[config.mk]
export PLATFORM = sky130hd
export DESIGN_NAME = sla_pick
export DESIGN_NICKNAME = d
export VERILOG_FILES = /design/src/rtl/core/sla_pkg.sv /design/src/rtl/core/sla_pick.sv
export SDC_FILE = /design/constraint.sdc
export NUM_CORES = 1
export LEC_CHECK = 0
export BUFFER_PORTS_ARGS = -buffer_cell sky130_fd_sc_hd__buf_2
export CORE_ASPECT_RATIO = 1.4
export CORE_MARGIN = 1.5
export CORE_UTILIZATION = 40
export DETAILED_ROUTE_END_ITERATION = 10
export GPL_TIMING_DRIVEN = 1
export PLACE_DENSITY = 0.72
export SLEW_MARGIN = 0
export SYNTH_ARGS = -nofsm -noshare
export SYNTH_HDL_FRONTEND = slang
export SYNTH_SLANG_ARGS = --single-unit
[constraint.sdc]
create_clock -name vclk -period 10.1
set_input_delay 0.505 -clock vclk [all_inputs]
set_output_delay 0.505 -clock vclk [all_outputs]
set_load 0.01 [all_outputs]
[src/rtl/core/sla_pkg.sv]
// Shared types and constants for the segment list allocator.
// Used by the cell row, the pick logic, the top level and the checker.
package sla_pkg;

	localparam int MAX_SEGMENTS_DEF = 32;
	localparam int OFFSET_BITS_DEF  = 16;

	// Configuration register file
	localparam int REG_BITS      = 16;
	localparam int APB_ADDR_BITS = 3;
	localparam int APB_DATA_BITS = 32;
	localparam logic [REG_BITS-1:0] REGION_SIZE_RESET = 16'hFFFF;
	// register index is paddr[2] (word address)
	localparam logic REG_REGION_SIZE = 1'b0;

	// Item operation codes
	localparam logic OP_ALLOC = 1'b0;
	localparam logic OP_FREE  = 1'b1;

	typedef enum logic [3:0] {
		CELL_HOLD,
		CELL_CLAIM,      // mark allocated
		CELL_CUT,        // keep the requested length, mark allocated
		CELL_TAIL,       // free remainder of the left neighbor
		CELL_FROM_LEFT,  // shift up by one
		CELL_SET_FREE,
		CELL_MERGE1,     // absorb right neighbor
		CELL_MERGE2,     // absorb two right neighbors
		CELL_FROM_R1,    // shift down by one
		CELL_FROM_R2,    // shift down by two
		CELL_LOAD_HEAD,
		CELL_CLEAR
	} cell_op_t;

	typedef struct packed {
		logic valid;
		logic free;
		logic exact;
		logic big;
		logic hit;
	} cell_stat_t;

	typedef struct packed {
		logic ok;
		logic grant;
	} pick_t;

endpackage

[src/rtl/core/sla_pick.sv]
// Priority pick over the cell flags and per-cell command decode.
// Depends on sla_pkg; drives the op of every sla_cell in the row.
module sla_pick #(
	parameter int MAX_SEGMENTS = sla_pkg::MAX_SEGMENTS_DEF
) (
	input  sla_pkg::cell_stat_t stat [MAX_SEGMENTS],
	input  logic                init,
	input  logic                apply,
	input  logic                operation,
	input  logic                req_zero,
	output sla_pkg::cell_op_t   ops  [MAX_SEGMENTS],
	output logic [MAX_SEGMENTS-1:0] sel,
	output sla_pkg::pick_t      pick
);

	logic [MAX_SEGMENTS-1:0] ex, bg, ht, fr, vl;
	logic [MAX_SEGMENTS-1:0] ex_first, bg_first, ht_first;
	logic [MAX_SEGMENTS-1:0] above, ge, sel_up, sel_dn, nb_r, nb_l;
	logic alloc, full, do_claim, do_split, do_free, mr, ml;

	always_comb begin
		for (int k = 0; k < MAX_SEGMENTS; k++) begin
			ex[k] = stat[k].exact;
			bg[k] = stat[k].big;
			ht[k] = stat[k].hit;
			fr[k] = stat[k].free;
			vl[k] = stat[k].valid;
		end
	end

	// lowest set bit of the exact, big and hit flag vectors
	assign ex_first = ex & (~ex + MAX_SEGMENTS'(1));
	assign bg_first = bg & (~bg + MAX_SEGMENTS'(1));
	assign ht_first = ht & (~ht + MAX_SEGMENTS'(1));

	assign full     = vl[MAX_SEGMENTS-1];
	assign alloc    = (operation == sla_pkg::OP_ALLOC) && !req_zero;
	assign do_claim = alloc && (|ex);
	assign do_split = alloc && !(|ex) && (|bg) && !full;
	assign do_free  = (operation == sla_pkg::OP_FREE) && (|ht);

	always_comb begin
		if (do_claim)
			sel = ex_first;
		else if (do_split)
			sel = bg_first;
		else if (do_free)
			sel = ht_first;
		else
			sel = '0;
	end

	assign above  = ~(sel | (sel - MAX_SEGMENTS'(1)));
	assign ge     = sel | above;
	assign sel_up = sel << 1;
	assign sel_dn = sel >> 1;
	assign nb_r   = {1'b0, vl[MAX_SEGMENTS-1:1] & fr[MAX_SEGMENTS-1:1]};
	assign nb_l   = {fr[MAX_SEGMENTS-2:0], 1'b0};
	assign mr     = |(sel & nb_r);
	assign ml     = |(sel & nb_l);

	always_comb begin
		for (int k = 0; k < MAX_SEGMENTS; k++) begin
			ops[k] = sla_pkg::CELL_HOLD;
			if (init) begin
				ops[k] = (k == 0) ? sla_pkg::CELL_LOAD_HEAD : sla_pkg::CELL_CLEAR;
			end else if (apply) begin
				if (do_claim) begin
					if (sel[k])
						ops[k] = sla_pkg::CELL_CLAIM;
				end else if (do_split) begin
					if (sel[k])
						ops[k] = sla_pkg::CELL_CUT;
					else if (sel_up[k])
						ops[k] = sla_pkg::CELL_TAIL;
					else if (above[k])
						ops[k] = sla_pkg::CELL_FROM_LEFT;
				end else if (do_free) begin
					case ({ml, mr})
						2'b00: if (sel[k]) ops[k] = sla_pkg::CELL_SET_FREE;
						2'b01: begin
							if (sel[k])
								ops[k] = sla_pkg::CELL_MERGE1;
							else if (above[k])
								ops[k] = sla_pkg::CELL_FROM_R1;
						end
						2'b10: begin
							if (sel_dn[k])
								ops[k] = sla_pkg::CELL_MERGE1;
							else if (ge[k])
								ops[k] = sla_pkg::CELL_FROM_R1;
						end
						default: begin
							if (sel_dn[k])
								ops[k] = sla_pkg::CELL_MERGE2;
							else if (ge[k])
								ops[k] = sla_pkg::CELL_FROM_R2;
						end
					endcase
				end
			end
		end
	end

	assign pick = '{ok: do_claim || do_split || do_free, grant: do_claim || do_split};

endmodule

* After elaboration in Yosys (flattened, before gate mapping) *
Index checks and enable logic that the tools add are counted.

storage, ports and cells
  flip-flop bits (word level) = 0

operators by class
  $add $sub $neg = 4
  equality and inequality tests = 2
  multiplexer cells = 544
  bitwise operators = 13
  reduce and logical (&&, ||, !) cells = 17

operators by type and width
  kind                                                number
  two-way mux 4 bit                                   350
  one-hot mux 4 bit (3 select lines)                  32
  two-way mux 3 bit                                   127
  OR reduction 32 bit                                 5
  bitwise AND 32 bit                                  4
  inverter 32 bit                                     4
  adder 32 x 1 -> 32 bit, second input constant       3
  two-way mux 32 bit                                  3
  OR 32 bit                                           2
  bitwise AND 32 x 31 -> 32 bit                       1
  two-way mux 1 bit                                   32
  subtractor 32 x 1 -> 32 bit, second input constant  1
  bitwise AND 31 bit                                  1
  logical AND 1 bit                                   6
  zero test 1 bit                                     3
  == test 2 x 1 -> 1 bit, second input constant       1
  == test 2 bit, second input constant                1
  zero test 2 bit                                     1
  logical OR 1 bit                                    2
  inverter 1 bit                                      1

* Logic depth before layout (Yosys ltp) *
  word-level depth = 19
  gate-level depth with buffers = 17
  gate-level depth less buffers = 13

* Worst setup path before layout *
Ideal clock, no wire load.

  path type = input port to output port
  start = in stat[55] (netlist bit)
  end = out ops[76] (netlist bit)
  arrival time = 3887 ps
  data required time = 9595 ps
  path slack = 5708 ps
  stages = 13
  buffers on the path = 2
  cells stage by stage = or4_1 -> or3_1 -> buf_2 -> o31a_1 -> a311oi_2 -> inv_2 -> a221oi_1 -> nand4b_1 -> nor3_4 -> buf_6 -> xnor2_1 -> nand2_1 -> o21ai_0

RTL lines
  element      line            source
  from (decl)  sla_pick.sv:6   input sla_pkg::cell_stat_t stat [MAX_SEGMENTS],
  to (decl)    sla_pick.sv:11  output sla_pkg::cell_op_t ops [MAX_SEGMENTS],

==> results.md <==
- Outcome: finished clean
- Maximum number of pins on one net before global-route repair: 53
- Final Cell Area: 8020 sq um
- Pin slew with the least headroom to its limit: 1.30 ns
- Post-Place Setup Slack: 3.40 ns
- Core Util, Final: 51.6%
- Setup violation total in the final timing report: 0
- Routability Congestion: 1.07
- Buffer count from post-CTS setup fixing: 0
- DIE HEIGHT: 152 um
- Total of buffers placed on input and output ports: 325
- Via density per instance: 7.30
- Fraction of layout cells with a size suffix above 1: 31.1%
- Layout sequential cell count: 0
- Global-route wire length before repair: 60300 um
- Sum of net half-perimeters after detailed placement: 33300 um
- Number of violations of the max-capacitance limit: 0
- Wire length reported by the detailed router: 42100 um
- Data arrival time of the worst path: 6.35 ns
- Area of the mapped netlist: 6320 sq um
- FP Rows: 54
- Crit start category: input port
- IR drop worst, VDD: 0.0235 mV
- Part of the Yosys area used for sequential elements: 0%
- Post-synthesis area per instance: 5.99 sq um
- Antenna Nets Post-Route: 0
- Clock buffer cells: 0
- Antenna violations before repair: 2
- FF/Latch Area: 0 sq um
- Drt wl/cell: 27.7 um
- Share of the clock period used by the worst path: 67.9%
- Number of nets produced by synthesis: 1220
- Number of synthesis warnings: 0
- Io pins: 326
- Number of search-and-repair iterations in the first detailed-routing pass: 6
- Hold/Removal Path Class: in2out
- Global-route total usage across every layer: 48.4%
- First DRT Iteration DRCs: 1893
- CORE AREA: 15500 sq um
- Netlist cell types: 94
- Max-slew headroom at the worst pin: 12.9%
- Post-layout nets: 1491
- Horizontal die dimension: 109 um
- Layout-stage area growth over the synthesis result: 26.8%
- Sum of internal, switching and leakage power: 0.000284 W
- Min Clock Period, post-route: 6.86 ns
- Number of max-slew violations in the final report: 0
- Final-layout setup total negative slack: 0 ns
- Hold buffer count at CTS: 0
- Final hold viol count: 0
- Sum of overflow across all layers after global routing: 0
- Post-layout worst setup margin: 3.24 ns
- Setup crit end kind: primary output
- DRC violations left: 0
- Overall via count from detail_route: 11100
- Via count of the first global-routing pass: 9879
- Power per Cell Area: 35.4 nW/um^2
- Starting utilization of the core area: 40.7%
- Critical Setup Path Class: in2out
- Unrepaired setup endpoints after global routing: no
- Leakage power total: 3.39 nW
- Achievable Freq: 146 MHz
- ANT cells: 0
- Fillers: 1705
- Total of cells resized after clock tree synthesis: 0
- Largest fanout on the critical path: 18
- Area post-placement: 8020 sq um
- Synthesized instance count: 1056
- Total Die Area: 16600 sq um
- Req. time, crit path: 9.60 ns
==> cells in the mapped netlist, types with 11 or more instances <==
library cell / instances / area share [%]
sky130_fd_sc_hd__a21oi_1: 102 / 8.1
sky130_fd_sc_hd__a31oi_1: 25 / 2.5
sky130_fd_sc_hd__a32oi_1: 12 / 1.7
sky130_fd_sc_hd__and2_1: 18 / 1.8
sky130_fd_sc_hd__and3_1: 25 / 2.5
sky130_fd_sc_hd__buf_2: 21 / 1.7
sky130_fd_sc_hd__clkbuf_1: 49 / 2.9
sky130_fd_sc_hd__inv_1: 28 / 1.7
sky130_fd_sc_hd__nand2_1: 112 / 6.6
sky130_fd_sc_hd__nand3_1: 48 / 3.8
sky130_fd_sc_hd__nand4_1: 34 / 3.4
sky130_fd_sc_hd__nand4b_1: 11 / 1.5
sky130_fd_sc_hd__nor2_1: 90 / 5.3
sky130_fd_sc_hd__nor2b_1: 14 / 1.4
sky130_fd_sc_hd__nor3_1: 38 / 3.0
sky130_fd_sc_hd__nor4_1: 37 / 3.7
sky130_fd_sc_hd__o21ai_0: 66 / 5.2
sky130_fd_sc_hd__o21ai_1: 26 / 2.1
sky130_fd_sc_hd__o22ai_1: 18 / 1.8
sky130_fd_sc_hd__o31ai_1: 21 / 2.5
sky130_fd_sc_hd__or3_1: 13 / 1.3
==> through the flow <==
stage | cells | hold slack, ns
after floorplan | 1056 | 1.15
after global placement | 1521 | 1.37
after detailed placement | 1521 | 1.38
after CTS | 1521 | 1.38
after global routing | 1521 | 1.40
final | 1521 | 1.38
==> cells in the final DEF (no fill, tap or decap), drive strengths merged, types with 6 or more instances in the layout <==
cell,netlist,layout
a21oi,103,103
nand3b,9,9
nor4,46,46
nand2,113,113
nand2b,6,6
o22ai,18,18
buf,30,348
a22oi,11,11
or4,12,12
a32oi,12,12
o21a,7,7
a21boi,8,8
nand3,48,48
a31o,7,7
and3,25,25
o21ai,92,92
o211ai,9,9
o31ai,23,23
nor2,91,91
nor3b,10,10
nand4b,11,11
or2,10,10
o221ai,17,17
inv,30,30
and4,10,10
or3,13,13
a31oi,26,26
nor2b,14,14
nor3,47,47
and2,19,19
nand4,37,37
==> kinds of logic after synthesis <==
logic type      Yosys count  synth area share (%)
compound gates          401                  42.8
xor+xnor                  1                 0.139
mux                       6                 0.969
simple gates            536                  48.4
buf+inv                 112                  7.66
==> layer usage <==
layer	vias to the layer above	track usage, %	share of wire, %
met3	258	12.2	13
met1	5019	59.5	35
met2	1102	74.9	44
li1	4723	-	-
met4	2	29.8	7.6
met5	-	0	0.026
==> critical path, stage by stage <==
cell and delay [ns]:
sky130_fd_sc_hd__buf_2 0.12, sky130_fd_sc_hd__nor4_1 0.72, sky130_fd_sc_hd__nand4_1 0.71, sky130_fd_sc_hd__nor4_1 0.76
sky130_fd_sc_hd__a311o_1 0.86, sky130_fd_sc_hd__a32o_1 0.20, sky130_fd_sc_hd__or4_1 0.22, sky130_fd_sc_hd__or4_4 0.20
sky130_fd_sc_hd__nor3_4 0.07, sky130_fd_sc_hd__buf_4 0.23, sky130_fd_sc_hd__nor3_1 1.01, sky130_fd_sc_hd__a21oi_1 0.14
sky130_fd_sc_hd__o211ai_1 0.39, sky130_fd_sc_hd__buf_2 0.21
==> where the power goes <==
group	total (W)	internal, W	switching [W]
registers	0	0	0
logic	0.000284	0.0000913	0.000192
clock network	0	0	0
==> path summary, 6_finish.rpt <==
check	start	endpoint	slack, ns	depth (start not counted)
min	stat[128]	ops[101]	1.38	4
max	stat[27]	ops[28]	3.24	14
==> final cells by class <==
type / instances / area (sq um) / share of cell area (%)
Multi-Input combinational cell: 944 / 5850 / 73.0
Timing Repair Buffer: 348 / 1800 / 22.4
Tap cell: 196 / 245 / 3.06
Inverter: 33 / 124 / 1.54
Note: power is estimated with default switching activity, not from simulation.
