**config.mk**
```make
export PLATFORM = sky130hd
export DESIGN_NAME = sla_cell
export DESIGN_NICKNAME = d
export VERILOG_FILES = /design/src/rtl/core/sla_pkg.sv /design/src/rtl/core/sla_cell.sv
export SDC_FILE = /design/constraint.sdc
export NUM_CORES = 1
export LEC_CHECK = 0
export BUFFER_PORTS_ARGS = -buffer_cell sky130_fd_sc_hd__buf_2
export CAP_MARGIN = 5
export CORE_UTILIZATION = 50
export CTS_BUF_LIST = sky130_fd_sc_hd__clkbuf_8
export DETAILED_ROUTE_END_ITERATION = 8
export GPL_TIMING_DRIVEN = 0
export HOLD_SLACK_MARGIN = 0.1
export PLACE_DENSITY = 0.86
export SLEW_MARGIN = 20
export SYNTH_ARGS = -nofsm -noshare
export SYNTH_HDL_FRONTEND = slang
export SYNTH_SLANG_ARGS = --single-unit
```
**constraint.sdc**
```tcl
create_clock -name clk -period 4.1 [get_ports clk]
set_input_delay 0.41 -clock clk [delete_from_list [all_inputs] [get_ports clk]]
set_output_delay 0.41 -clock clk [all_outputs]
set_load 0.02 [all_outputs]
```
**src/rtl/core/sla_pkg.sv**
```systemverilog
// Shared types and constants for the segment list allocator.
// Used by the cell row, the pick logic, the top level and the checker.
package sla_pkg;

	localparam int MAX_SEGMENTS_DEF = 32;
	localparam int OFFSET_BITS_DEF  = 16;

	// Configuration register file
	localparam int REG_BITS      = 16;
	localparam int APB_ADDR_BITS = 3;
	localparam int APB_DATA_BITS = 32;
	localparam logic [REG_BITS-1:0] REGION_SIZE_RESET = 16'hFFFF;
	// register index is paddr[2] (word address)
	localparam logic REG_REGION_SIZE = 1'b0;

	// Item operation codes
	localparam logic OP_ALLOC = 1'b0;
	localparam logic OP_FREE  = 1'b1;

	typedef enum logic [3:0] {
		CELL_HOLD,
		CELL_CLAIM,      // mark allocated
		CELL_CUT,        // keep the requested length, mark allocated
		CELL_TAIL,       // free remainder of the left neighbor
		CELL_FROM_LEFT,  // shift up by one
		CELL_SET_FREE,
		CELL_MERGE1,     // absorb right neighbor
		CELL_MERGE2,     // absorb two right neighbors
		CELL_FROM_R1,    // shift down by one
		CELL_FROM_R2,    // shift down by two
		CELL_LOAD_HEAD,
		CELL_CLEAR
	} cell_op_t;

	typedef struct packed {
		logic valid;
		logic free;
		logic exact;
		logic big;
		logic hit;
	} cell_stat_t;

	typedef struct packed {
		logic ok;
		logic grant;
	} pick_t;

endpackage

```
**src/rtl/core/sla_cell.sv**
```systemverilog
// One segment entry of the allocator table plus its compare flags.
// Depends on sla_pkg; neighbors feed it through the row built in the top level.
module sla_cell #(
	parameter int   OFFSET_BITS = sla_pkg::OFFSET_BITS_DEF,
	parameter bit   IS_HEAD     = 1'b0
) (
	input  logic                   clk,
	input  logic                   arst_n,
	input  logic                   cmp_en,
	input  sla_pkg::cell_op_t      op,
	input  logic [OFFSET_BITS-1:0] req,
	input  logic [OFFSET_BITS-1:0] ofs,
	input  logic [OFFSET_BITS-1:0] region_len,
	input  logic [OFFSET_BITS-1:0] left_start,
	input  logic [OFFSET_BITS-1:0] left_len,
	input  logic                   left_free,
	input  logic                   left_valid,
	input  logic [OFFSET_BITS-1:0] r1_start,
	input  logic [OFFSET_BITS-1:0] r1_len,
	input  logic                   r1_free,
	input  logic                   r1_valid,
	input  logic [OFFSET_BITS-1:0] r2_start,
	input  logic [OFFSET_BITS-1:0] r2_len,
	input  logic                   r2_free,
	input  logic                   r2_valid,
	output logic [OFFSET_BITS-1:0] seg_start,
	output logic [OFFSET_BITS-1:0] seg_len,
	output logic                   seg_free,
	output logic                   seg_valid,
	output sla_pkg::cell_stat_t    stat
);

	logic [OFFSET_BITS-1:0] start_q, len_q;
	logic                   free_q, valid_q;
	logic                   exact_s1, big_s1, hit_s1;

	always_ff @(posedge clk or negedge arst_n) begin
		if (!arst_n) begin
			start_q  <= '0;
			len_q    <= IS_HEAD ? OFFSET_BITS'(sla_pkg::REGION_SIZE_RESET) : '0;
			free_q   <= IS_HEAD;
			valid_q  <= IS_HEAD;
			exact_s1 <= 1'b0;
			big_s1   <= 1'b0;
			hit_s1   <= 1'b0;
		end else begin
			if (cmp_en) begin
				exact_s1 <= valid_q && free_q && (len_q == req);
				big_s1   <= valid_q && free_q && (len_q > req);
				hit_s1   <= valid_q && (start_q == ofs);
			end
			case (op)
				sla_pkg::CELL_CLAIM: free_q <= 1'b0;
				sla_pkg::CELL_CUT: begin
					len_q  <= req;
					free_q <= 1'b0;
				end
				sla_pkg::CELL_TAIL: begin
					start_q <= left_start + req;
					len_q   <= left_len - req;
					free_q  <= 1'b1;
					valid_q <= 1'b1;
				end
				sla_pkg::CELL_FROM_LEFT: begin
					// free and valid marks travel with the word
					start_q <= left_start;
					len_q   <= left_len;
					free_q  <= left_free;
					valid_q <= left_valid;
				end
				sla_pkg::CELL_SET_FREE: free_q <= 1'b1;
				sla_pkg::CELL_MERGE1: begin
					len_q  <= len_q + r1_len;
					free_q <= 1'b1;
				end
				sla_pkg::CELL_MERGE2: begin
					len_q  <= len_q + r1_len + r2_len;
					free_q <= 1'b1;
				end
				sla_pkg::CELL_FROM_R1: begin
					start_q <= r1_start;
					len_q   <= r1_len;
					free_q  <= r1_free;
					valid_q <= r1_valid;
				end
				sla_pkg::CELL_FROM_R2: begin
					start_q <= r2_start;
					len_q   <= r2_len;
					free_q  <= r2_free;
					valid_q <= r2_valid;
				end
				sla_pkg::CELL_LOAD_HEAD: begin
					start_q <= '0;
					len_q   <= region_len;
					free_q  <= 1'b1;
					valid_q <= 1'b1;
				end
				sla_pkg::CELL_CLEAR: begin
					start_q <= '0;
					len_q   <= '0;
					free_q  <= 1'b0;
					valid_q <= 1'b0;
				end
				default: ;
			endcase
		end
	end

	assign seg_start = start_q;
	assign seg_len   = len_q;
	assign seg_free  = free_q;
	assign seg_valid = valid_q;
	assign stat      = '{valid: valid_q, free: free_q, exact: exact_s1, big: big_s1,
		hit: hit_s1};

endmodule

```
**Yosys cells after proc, flatten, opt, wreduce, memory -nomap -nowiden**

Cells that the tools add are included.

- Bits in latches: 0
- Memories: 0
- Bits in registers: 37
- Output and inout bits: 39
- Memory bits (read-only): 0
- Input port bits: 157
- Word-level logic and storage cells: 41
- RAM bits: 0

- $mul: 0
- Add/subtract/negate cells: 4
- Shift-type cells: 0
- Muxes and demuxes: 4
- Reductions and logical operators: 12
- Eq/ne operators: 13
- Divide/modulo/power cells: 0
- Magnitude comparators: 1
- Bitwise logic cells: 0

Operators by type and width:

| kind | count |
|---|---|
| 16-bit case mux with 9 select lines | 1 |
| 16-bit case mux with 5 select lines | 1 |
| 16-bit adder | 3 |
| 16-bit equality test | 2 |
| 4-bit by 3-bit equality test with 1-bit output (second input constant) | 4 |
| 4-bit equality test (second input constant) | 4 |
| 16-bit greater-than comparator | 1 |
| 16-bit subtractor | 1 |
| 5-bit nonzero test | 3 |
| 1-bit case mux with 5 select lines | 2 |
| 9-bit nonzero test | 1 |
| 4-bit by 2-bit equality test with 1-bit output (second input constant) | 2 |
| 5-bit OR reduction | 1 |
| 4-bit by 1-bit equality test with 1-bit output (second input constant) | 1 |
| 1-bit logical AND | 4 |
| 2-bit OR reduction | 2 |
| 3-bit OR reduction | 1 |

**Depth between registers and ports, before layout**

Gate-level depths: netlist of run 1.

- Word-level depth: 3
- Mapped depth: 18
- Depth with buffers taken out: 17

**Worst setup path before layout of run 1**

OpenSTA, ideal clock, no wires.

- Path kind: flip-flop to flip-flop
- Start point: register len_q[0], in the netlist seg_len[0]
- End point: register len_q[14], in the netlist seg_len[14]
- Library setup time: 0.126 ns
- Data arrival time: 3.435 ns
- Period minus slack after synthesis: 3.561 ns
- Stages on the path, launching flop included: 19
- Setup slack: 0.539 ns
- Buffers on the path: 1
- Cell sequence: dfrtp_1 > ha_1 > inv_1 > fa_1 > nor2b_1 > o31a_1 > o21ai_1 > nand2b_1 > a31oi_1 > xnor2_1 > ha_1 > clkbuf_1 > nand2_1 > o21ai_1 > a21o_1 > a21oi_1 > a21o_1 > a31o_1 > a221o_1

- Longest elaborated chain between the ends: 3

RTL lines:

| element | RTL line | text |
|---|---|---|
| start, declared | sla_cell.sv:33 | `logic [OFFSET_BITS-1:0] start_q, len_q;` |
| start signal, assigned | sla_cell.sv:40 | `len_q <= IS_HEAD ? OFFSET_BITS'(sla_pkg::REGION_SIZE_RESET) : '0;` |
| start signal, assigned | sla_cell.sv:55 | `len_q <= req;` |
| start signal, assigned | sla_cell.sv:60 | `len_q <= left_len - req;` |
| 16-bit adder * | sla_cell.sv:73, sla_cell.sv:77 |  |
| 16-bit adder | sla_cell.sv:77 | `len_q <= len_q + r1_len + r2_len;` |
| 16-bit case mux with 9 select lines * | sla_cell.sv:52 | `case (op)` |

Mark *: on every way between the ends. The rest lies on a longest branch, timed or not.
A chain may end at the register's enable or synchronous reset.

**Worst setup path after layout of run 1**

- Start point: register len_q[6], in the netlist seg_len[6]
- End point: register len_q[14], in the netlist seg_len[14]

The elaborated chain is that of the path after synthesis.

==> results of run 1 <==
## worst max path at each step
stage | end | start | slack (ns)
detailed placement | seg_len[14] | r1_len[0] | 0.14
global route | seg_len[14] | seg_len[6] | 0.07
CTS | seg_len[14] | seg_len[0] | 0.24
floorplan | seg_len[14] | seg_len[0] | 0.54
global placement | seg_len[14] | r1_len[0] | 0.15
finish | seg_len[14] | seg_len[6] | 0.20
## layer usage
metal | GRT usage [%] | up-vias
li1 | - | 3436
met2 | 54.9 | 497
met3 | 6.48 | 75
met5 | 0 | -
met1 | 48.5 | 3419
met4 | 12.3 | 2
## cell usage after synthesis, types with 19 or more instances
cell type | instances | area, sq um
ha_1 | 78 | 976
a21oi_1 | 77 | 385
nand2_1 | 52 | 195
nor2_1 | 50 | 188
o21ai_0 | 45 | 225
xor2_1 | 38 | 333
dfrtp_1 | 37 | 926
inv_1 | 37 | 139
a21o_1 | 26 | 195
xnor2_1 | 25 | 219
a211oi_1 | 19 | 143
## power groups by stage
stage | registers [mW] | logic (mW) | clock network (mW)
after global placement | 0.546 | 1.94 | 0
after floorplan | 0.598 | 1.38 | 0
after global routing | 0.547 | 2.21 | 0.278
after detailed placement | 0.545 | 1.97 | 0
after CTS | 0.538 | 1.98 | 0.267
final | 0.544 | 2.03 | 0.272
## cells by family after synthesis
family,share of synthesized area [%]
mux,1.95
fa+ha+maj,17.0
xor+xnor,8.88
flops,14.9
simple gates,15.4
buf+inv,5.48
compound gates,36.4
## flip-flops by register name, indices dropped and copies added, names as in the netlist
| name | count |
|---|---|
| exact_s1 | 1 |
| seg_free | 1 |
| big_s1 | 1 |
| seg_len | 16 |
| seg_start | 16 |
| seg_valid | 1 |
| hit_s1 | 1 |
## cell type report
| cell class | instances | area (sq um) |
|---|---|---|
| plain buffers | 34 | 198 |
| repair buffers | 194 | 971 |
| fillers | 1115 | 4580 |
| inverters | 37 | 139 |
| clock buffers | 5 | 68.8 |
| well taps | 168 | 210 |
| multi-input cells | 680 | 4950 |
| flip-flops and latches | 37 | 926 |
| clock inverters | 3 | 13.8 |
## cell usage in the layout (no fill, tap or decap), types with 17 or more instances in the layout
master,n
a21o_1,26
buf_2,205
xnor2_1,25
nor2_1,50
nand2_1,52
a22oi_1,17
a222oi_1,17
o21a_1,17
inv_1,38
a211oi_1,19
xor2_1,38
dfrtp_1,37
a21oi_1,77
o21ai_0,45
ha_1,78
## stage by stage
step	instance area, sq um	util, %
global placement	7390	61.3
floorplan	6210	-
finish	7480	62.0
global route	7480	62.0
CTS	7480	62.0
detailed placement	7390	61.3
## repair_timing
action	in CTS	in global routing
resized for setup	0	2
endpoints found under the hold margin	0	0
setup endpoints to repair	0	4
## critical path, delay by kind of cell, from the launching register on
| family | cells | cell delay (ns) |
|---|---|---|
| simple gates | 2 | 0.53 |
| xor+xnor | 1 | 0.22 |
| flops | 1 | 0.46 |
| fa+ha+maj | 2 | 0.60 |
| compound gates | 9 | 1.99 |
==> results.md, run 1 <==
- Reg-to-reg critical path startpoint: seg_len[6]
- Critical Path Fanout Max: 5
- Post-synthesis sequential area ratio: 14.9%
- WL per Instance: about 20 um
- Total power: between 2 and 3 mW
- First-pass GRT wire length: between 30000 and 40000 um
- R2R cell count: 14
- Non-filler cells, final: between 1000 and 1500
- CTS root buf: clkbuf_8
- IO Count: between 150 and 200
- Die W: roughly 110 um
- Pwr/cell area: 380 nW/um^2
- Cell chain of the critical path: ha_1 > or3_4 > o221a_4 > a21o_1 > a21oi_2 > xnor2_1 > ha_1 > a21oi_1 > o21ai_1 > a21o_1 > a21oi_1 > nand3_1 > a31o_1 > a221o_1
- Clk_skew: 0.00821 ns
- Post-layout minimum cycle time: 3.90 ns
- Vias/cell: roughly 6.4
- Mapped Nets: between 1000 and 1500
- CTS max path bufs: 2
- GRT Overall Usage: 35.1%
- CTS tree: yes
- Number of flops mapped to enable cells by yosys: 0
- Clock Latency Late Sink: 0.30 ns
- Number of placement rows: 40
- DR WL met2: 10200 um
- Dpl hpwl: 18900 um
- Main synth FF type: dfrtp_1
- NumNets Final: about 1200
- Psw: 1.43 mW
- Worst setup margin: 0.195 ns
- Final Hold Slack: 0.244 ns
- Dpl ws: 0.137 ns
- Fin crit share: 95.2%
- Post-CTS setup buffer count: 0
- CP endpoint kind: flip-flop
- Number of buffers created by CTS: 5
- Max Cap Viol: 0
- Starting Density: 51.5%
- CTS H-Tree Depth: 2
- Reg power frac: 19.1%
- Share of layout cells above drive strength 1: 23.9%
- Sw frac: 50.3%
- Met3 wire length: approximately 2600 um
- Worst min-delay path category: in2async
- Largest stage delay, worst path: 0.46 ns
- Slew Limit Headroom: 37.6%
- Sink Count: 37
- Leakage power: 3.63 nW
- TritonRoute pass-1 iters: 7
- Max IR drop VDD: roughly 250 uV
- Antenna Cells: 0
- TNS Setup: 0 ns
- Unrepaired setup endpoints after global routing: no
- Placed insts: 1151
- Die area: between 10000 and 15000 sq um
- Initial antenna violation count: 1
- Core area: between 10000 and 15000 sq um
- Pins over their slew limit: 0
- FFs w/ async S/R, synth: 100%
- Cts hold-fix bufs: 0
- Clock share of power: a little under a tenth
- Setup violators final: 0
- Syn Inst Count: 789
- Die Ht: approximately 110 um
- Post-Route WL: about 23000 um
- Synth Warn #: 0
- M1 wire length: between 9000 and 10000 um
- Setup CP Type: reg2reg
- Crit-path slowest cell: dfrtp_1
- I/O Buffers: 194
- Highest attainable clock frequency: 0.256 GHz
- Worst slew pin tran: 0.934 ns
- Post-DRT Antenna Nets: 0
- Synthesized area per cell: between 7 and 8 sq um
- Reg-to-reg slack, setup: 0.20 ns
- Area grow syn2layout: 20.4%
- Status: finished, final reports clean
- Critical path launch point type: flip-flop
- Comb power frac: 71.3%
- Final hold violations: 0
- Clock transition at the registers of the reported paths: 0.09 ns
- Int Pwr: 1.41 mW
- CP arrival: approximately 4.1 ns
- DRC: 0
- Reg2reg end: seg_len[14]
- Via count: about 7400
- GP Congestion: 0.950
- FF+latch count, synth: 37
- Largest net degree at the start of global routing: 38
- DR top layer: met5
- Worst Path Required: 4.29 ns
- Synth Cell Area: 6210 sq um
- Synth cell types: 77
- Congestion Overflow GR: 0
- Starting DRT DRC Count: 906
- Vias in the first global route: 6676
(Power assumes the default switching activity.)
==> run 2, diff against run 1 <==
--- a/config.mk
+++ b/config.mk
@@ -7,6 +7,7 @@
 export LEC_CHECK = 0
 export BUFFER_PORTS_ARGS = -buffer_cell sky130_fd_sc_hd__buf_2
 export CAP_MARGIN = 5
+export CORE_ASPECT_RATIO = 1.4
 export CORE_UTILIZATION = 50
 export CTS_BUF_LIST = sky130_fd_sc_hd__clkbuf_8
 export DETAILED_ROUTE_END_ITERATION = 8
==> run 2 against run 1 <==
  * Cell count down 1.8%
  * First-iteration DRC count down 26%
  * Combinational power about the same
==> results.md, run 2 (synthesized netlist as in run 1, its figures left out) <==
- Max IR drop VDD: 317 uV (+28%)
- Post-DRT Antenna Nets: 0 (unchanged)
- Clock transition at the registers of the reported paths: 0.09 ns (about the same)
- NumNets Final: 1228 (unchanged)
- Leakage power: 3.64 nW (+0.53%)
- Die Ht: 134 um (+18%)
- Total area of sequential cells: 926 sq um (unchanged)
- Via count: 7393 (-0.48%)
- Pwr/cell area: 392 nW/um^2 (+3.0%)
- Worst Path Required: 4.29 ns (about the same)
- Die area: 12900 sq um (about the same)
- Post-layout minimum cycle time: 3.94 ns (+0.0395 ns)
- WL per Instance: 21.2 um (+5.4%)
- Highest attainable clock frequency: 0.254 GHz (-1.0%)
- Footprint of the multi-input gates: 4960 sq um (+0.15%)
- Dpl ws: 0.134 ns (-0.00287 ns)
- DRC: 0 (unchanged)
- Vias in the first global route: 7244 (+8.5%)
- Number of buffers created by CTS: 5 (unchanged)
- Worst setup margin: 0.156 ns (-0.0395 ns)
- TritonRoute pass-1 iters: 8 (+1)
- TNS Setup: 0 ns (unchanged)
- CTS tree: yes
- CP endpoint kind: flip-flop
- Congestion Overflow GR: 0 (unchanged)
- CTS H-Tree Depth: 2 (unchanged)
- Fin crit share: 96.2% (+0.96 points)
- First-pass GRT wire length: 37100 um (+6.2%)
- Pins over their slew limit: 0 (unchanged)
- Initial antenna violation count: 0 (-1)
- CTS max path bufs: 2 (unchanged)
- Critical path launch point type: flip-flop
- Clk_skew: 0.00927 ns (+0.00106 ns)
- Dpl hpwl: 19900 um (+5.5%)
- Reg-to-reg critical path startpoint: seg_len[6]
- Post-layout util: 62.8% (+0.77 points)
- Slew Limit Headroom: 37.6% (about the same)
- Share of layout cells above drive strength 1: 24.0% (+0.10 points)
- Largest net degree at the start of global routing: 38 (unchanged)
- Area grow syn2layout: 20.6%
- Most common cell after layout, fill and taps aside: buf_2
- Placed insts: 1130 (-1.8%)
- GRT Overall Usage: 38.1% (+2.9 points)
- Max Cap Viol: 0 (unchanged)
- Clock Latency Late Sink: 0.31 ns (about the same)
- Post-Route WL: 24100 um (+3.4%)
- Non-filler cells, final: 1137 (-1.8%)
- Reg2reg end: seg_len[14]
- CP arrival: 4.13 ns (+0.04 ns)
- CP Launch Point: seg_len[6]
- Antenna Cells: 0 (unchanged)
- CTS root buf: clkbuf_8
- Starting Density: 52.0% (+0.53 points)
- Reg-to-reg slack, setup: 0.16 ns (-0.04 ns)
- Final hold violations: 0 (unchanged)
- I/O Buffers: 194 (unchanged)
- IO Count: 196 (unchanged)
- Worst min-delay path category: in2async
- R2R cell count: 14 (unchanged)
- Number of placement rows: 47 (+18%)
- Critical Path Fanout Max: 5 (unchanged)
- Die W: 96.2 um (-15%)
- Sink Count: 37 (unchanged)
- Worst slew pin tran: 0.934 ns (+0.000349 ns)
- Core area: 11900 sq um (-1.0%)
- Setup CP Type: reg2reg
- Status: finished, final reports clean
- Starting DRT DRC Count: 672 (-26%)
- Critical Path Sink: seg_len[14]
- Post-CTS setup buffer count: 0 (unchanged)
- GP Congestion: 0.988 (+4.0%)
- Vias/cell: 6.50 (+1.4%)
- Fillers: 1153 (+3.4%)
- Setup violators final: 0 (unchanged)
- Commonest cells after routing, fill and taps aside: buf_2 (205), ha_1 (78), a21oi_1 (77)
run 2: cell types whose count changed in the layout (fill, tap and decap cells not counted):
cell / before / now
a2111oi_2: 1 / 0
a211oi_1: 19 / 18
a2111oi_1: 0 / 1
clkinv_2: 2 / 0
a211oi_2: 0 / 1
clkbuf_8: 8 / 9
bufinv_16: 0 / 1
xnor2_2: 0 / 1
xnor2_1: 25 / 24
run 2: worst max-delay path, cell delays in order (launching register included):
cell	delay (ns)
dfrtp_1	0.47
ha_1	0.28
or3_4	0.43
o221a_4	0.29
a21o_1	0.20
a21oi_2	0.22
xnor2_1	0.21
ha_1	0.32
a21oi_1	0.25
o21ai_1	0.16
a21o_1	0.20
a21oi_1	0.19
nand3_1	0.10
a31o_1	0.21
a221o_1	0.31
run 2: routing by layer:
layer  track usage, %  vias up  share of wire (%)
met4             24.0        0                7.0
met5                0        -                  0
li1                 -     3448                  -
met3             5.27      106                8.5
met1             43.2     3402                 36
met2             65.5      437                 49
run 2: report_power, final:
group | internal [mW] | total [mW] | switching [mW]
Clock | 0.196 | 0.348 | 0.152
Sequential | 0.437 | 0.541 | 0.104
Combinational | 0.862 | 2.05 | 1.18
Total | 1.50 | 2.93 | 1.44
run 2: repair_timing:
item,4_1_cts,5_1_grt
setup endpoints to repair,0,4
endpoints found under the hold margin,0,0
hold buffers,0,0
gates resized for setup,0,3
run 2: final cells by class:
class	instances	share of cell area, %
inverter	37	1.85
timing repair buffer	194	13.0
buffer	34	2.64
clock buffer	6	1.10
multi-input combinational	680	66.2
tap	147	2.45
sequential	37	12.4
clock inverter	2	0.451
run 2: worst min-delay path by stage:
stage	end	cells after the start	startpoint
after global placement	seg_start[9]	2	seg_start[9]
final	seg_len[0]	1	arst_n
after floorplan	big_s1	0	arst_n
after CTS	seg_len[0]	1	arst_n
after global routing	seg_len[0]	1	arst_n
after detailed placement	seg_start[9]	2	seg_start[9]
run 2: through the flow:
stage / total power [mW] / instance area [sq um] / hold WS, ns
floorplan: 1.98 / 6210 / 0.114
CTS: 2.89 / 7480 / 0.258
finish: 2.93 / 7490 / 0.241
detailed placement: 2.53 / 7370 / 0.500
global placement: 2.50 / 7370 / 0.491
global route: 3.16 / 7490 / 0.296
==> run 3, diff against run 2 <==
--- a/config.mk
+++ b/config.mk
@@ -5,6 +5,7 @@
 export SDC_FILE = /design/constraint.sdc
 export NUM_CORES = 1
 export LEC_CHECK = 0
+export ABC_AREA = 1
 export BUFFER_PORTS_ARGS = -buffer_cell sky130_fd_sc_hd__buf_2
 export CAP_MARGIN = 5
 export CORE_ASPECT_RATIO = 1.4
@@ -13,7 +14,7 @@
 export DETAILED_ROUTE_END_ITERATION = 8
 export GPL_TIMING_DRIVEN = 0
 export HOLD_SLACK_MARGIN = 0.1
-export PLACE_DENSITY = 0.86
+export PLACE_DENSITY = 0.85
 export SLEW_MARGIN = 20
 export SYNTH_ARGS = -nofsm -noshare
 export SYNTH_HDL_FRONTEND = slang
==> run 3 against run 2 <==
  * Global-route usage decreased by 3.1 points
  * Highest routed layer unchanged
  * Final area increased by 2.5%
  * Utilization decreased by 0.72 points
  * Clock power increased by 16%
  * Sequential cell count unchanged
  * Die area increased by 2.6%
  * Cell count increased by 22%
  * Via count increased by 7.7%
  * Synthesized cell count increased by 31%
  * Synthesized area increased by 2.7%
  * Register-to-register slack improved by 0.60 ns
  * Largest cell class unchanged
  * Maximum frequency increased by 18%
==> results.md, run 3 <==
- Status: finished, final reports clean
- Vias in the first global route: 7819 (+7.9%)
- Worst slew pin tran: 0.898 ns (-0.0361 ns)
- Highest attainable clock frequency: 0.299 GHz (+18%)
- WL per Instance: 16.9 um (-21%)
- Post-synth top area share: 17.4% (+1.6 points)
- Starting DRT DRC Count: 453 (-33%)
- Post-DRT Antenna Nets: 0 (unchanged)
- Largest stage delay, worst path: 0.45 ns (-0.02 ns)
- Syn Inst Count: 1032 (+31%)
- Die Ht: 136 um (+1.3%)
- Post-Route WL: 23300 um (-3.2%)
- Worst min-delay path category: in2async
- First-pass GRT wire length: 36500 um (-1.7%)
- FF+latch count, synth: 37 (unchanged)
- Reg-to-reg slack, setup: 0.75 ns (+0.60 ns)
- Reg-to-reg critical path startpoint: seg_len[7]
- Clock Latency Late Sink: 0.31 ns (about the same)
- Post-layout minimum cycle time: 3.35 ns (-0.599 ns)
- Synth cell types: 47 (-39%)
- Most common cell after layout, fill and taps aside: nand2_1
- GP Congestion: 1.04 (+5.4%)
- Commonest cells post-synth: nand2_1 (295), inv_1 (123), nand3_1 (88), a21oi_1 (86), ha_1 (78)
- Int Pwr: 1.53 mW (+2.1%)
- R2R cell count: 16 (+2)
- Clk_skew: 0.0103 ns (+0.000982 ns)
- Worst Path Required: 4.30 ns (about the same)
- Pwr/cell area: 417 nW/um^2 (+6.5%)
- I/O Buffers: 195 (+0.52%)
- Die W: 97.5 um (+1.3%)
- NumNets Final: 1473 (+20%)
- Yosys top cell by area: nand2_1
- Cts hold-fix bufs: 0 (unchanged)
- Reg power frac: 17.7% (-0.7 points)
- TritonRoute pass-1 iters: 5 (-3)
- Post-CTS setup buffer count: 0 (unchanged)
- Comb power frac: 69.7% (about the same)
- Setup CP Type: reg2reg
- IO Count: 196 (unchanged)
- CTS H-Tree Depth: 2 (unchanged)
- Number of flops mapped to enable cells by yosys: 0 (unchanged)
- GRT Overall Usage: 35.0% (-3.1 points)
- Via count: 7965 (+7.7%)
- Critical path depth in cells: 16 (+2)
- Share of layout cells above drive strength 1: 19.8% (-4.2 points)
- Number of placement rows: 48 (+2.1%)
- Starting Density: 51.6% (-0.47 points)
- Die area: 13200 sq um (+2.6%)
- Vias/cell: 5.75 (-12%)
- Sink Count: 37 (unchanged)
- Area grow syn2layout: 20.3%
- Reg2reg end: seg_len[13]
- Commonest cells after routing, fill and taps aside: nand2_1 (295), buf_2 (204), inv_1 (123)
- Setup violators final: 0 (unchanged)
- Sw frac: 52.3% (+3.3 points)
- DRC: 0 (unchanged)
- Worst Path Buf+Inv: 0 (unchanged)
- FFs w/ async S/R, synth: 100% (unchanged)
- Initial antenna violation count: 0 (unchanged)
- Core area: 12400 sq um (+3.6%)
- Leakage power: 4.27 nW (+17%)
- CP delay by family, top: simple AND/OR/NAND/NOR gates
- Synth Cell Area: 6380 sq um (+2.7%)
- Largest net degree at the start of global routing: 38 (unchanged)
- Antenna Cells: 0 (unchanged)
- Post-layout util: 62.1% (-0.72 points)
- Dpl hpwl: 19400 um (-2.5%)
- Crit-path slowest cell: dfrtp_1
- Cell chain of the critical path: ha_1 > a21oi_1 > nor2_1 > nor2_1 > nand3_1 > or2_2 > and2_1 > ha_1 > a21oi_1 > o21ai_0 > a21oi_1 > nand3_1 > nand3_1 > nand2_1 > nor2_1 > nand2_1
- Fin crit share: 81.6% (-15 points)
- Top cells by area, synth: nand2_1 (17%), ha_1 (15%), dfrtp_1 (15%)
- CTS tree: yes
- CP arrival: 3.55 ns (-0.58 ns)
- Max IR drop VDD: 302 uV (-5.0%)
- Synthesized area per cell: 6.18 sq um (-21%)
- Psw: 1.68 mW (+16%)
- CTS root buf: clkbuf_8
- Critical Path Fanout Max: 6 (+1)
- Max Cap Viol: 0 (unchanged)
- Number of buffers created by CTS: 5 (unchanged)
- Clock share of power: 12.6% (+0.7 points)
- Final hold violations: 0 (unchanged)
- Most numerous cell in the Yosys netlist: nand2_1
- TNS Setup: 0 ns (unchanged)
- CTS max path bufs: 2 (unchanged)
- Post-CTS sizing: 0 (unchanged)
- Pins over their slew limit: 0 (unchanged)
- Unrepaired setup endpoints after global routing: no
- Synth Warn #: 0 (unchanged)
- Critical path launch point type: flip-flop
- Post-synthesis sequential area ratio: 14.5% (-0.39 points)
- Main synth FF type: dfrtp_1
- Fillers: 1270 (+10%)
- Congestion Overflow GR: 0 (unchanged)
- CP endpoint kind: flip-flop
- Slew Limit Headroom: 40.1% (+2.5 points)
- Mapped Nets: 1271 (+24%)
- Clock transition at the registers of the reported paths: 0.09 ns (about the same)
-- run 3: cell count changes after synthesis, moves of 11 or more --
cell	before	now
a222oi_1	17	0
nor2b_1	15	0
nor2_1	50	76
a22oi_1	17	2
nand3_1	16	88
a211oi_1	19	4
a21o_1	26	7
o21a_1	17	3
mux2i_1	11	0
nand2_1	52	295
o21ai_1	16	4
inv_1	37	123
xor2_1	38	13
-- run 3: logic make-up (layout without fill, tap and decap cells) --
kind of cell / after synthesis / after routing / synth area share (%)
compound gates: 207 / 207 / 19.3
buf+inv: 153 / 356 / 10.1
simple gates: 518 / 518 / 34.8
fa+ha+maj: 82 / 82 / 16.5
xor+xnor: 35 / 35 / 4.80
flops: 37 / 37 / 14.5
-- run 3: power by group through the flow --
| stage | clock, mW | sequential (mW) | combinational [mW] |
|---|---|---|---|
| 2_1_floorplan | 0 | 0.643 | 1.50 |
| 3_3_place_gp | 0 | 0.565 | 2.15 |
| 3_5_place_dp | 0 | 0.569 | 2.19 |
| 4_1_cts | 0.400 | 0.561 | 2.20 |
| 5_1_grt | 0.410 | 0.574 | 2.51 |
| 6_report | 0.403 | 0.565 | 2.23 |
-- run 3: final cells by class --
cell class,count,area [sq um],share of cell area [%]
multi-input cells,842,4810,62.7
repair buffers,195,976,12.7
flip-flops and latches,37,926,12.1
inverters,129,484,6.31
well taps,150,188,2.44
plain buffers,24,158,2.05
clock buffers,5,68.8,0.896
clock inverters,3,65.1,0.847
-- run 3: how the worst max path moves through the flow --
stage,from,end,slack (ns)
floorplan,seg_len[7],seg_len[13],1.20
global placement,r1_len[7],seg_len[15],0.72
detailed placement,r1_len[0],seg_len[13],0.72
CTS,seg_len[7],seg_len[15],0.82
global route,seg_len[7],seg_len[15],0.51
finish,seg_len[7],seg_len[13],0.75
-- run 3: metrics by stage --
| step | hold WS (ns) | power [mW] | std cells | area [sq um] | setup slack [ns] |
|---|---|---|---|---|---|
| after floorplan | 0.114 | 2.15 | 1032 | 6380 | 1.20 |
| final | 0.215 | 3.20 | 1385 | 7680 | 0.755 |
| after global placement | 0.505 | 2.71 | 1377 | 7540 | 0.722 |
| after detailed placement | 0.519 | 2.76 | 1377 | 7540 | 0.720 |
| after global routing | 0.273 | 3.49 | 1385 | 7680 | 0.515 |
| after CTS | 0.239 | 3.17 | 1385 | 7680 | 0.823 |
-- run 3: layer usage --
metal  GRT usage, %  share of wire [%]  vias to the layer above
met5              0                  0                        -
met2           64.3                 50                      407
li1               -                  -                     3883
met3           3.04                7.3                      125
met1           37.5                 36                     3550
met4           24.7                7.1                        0
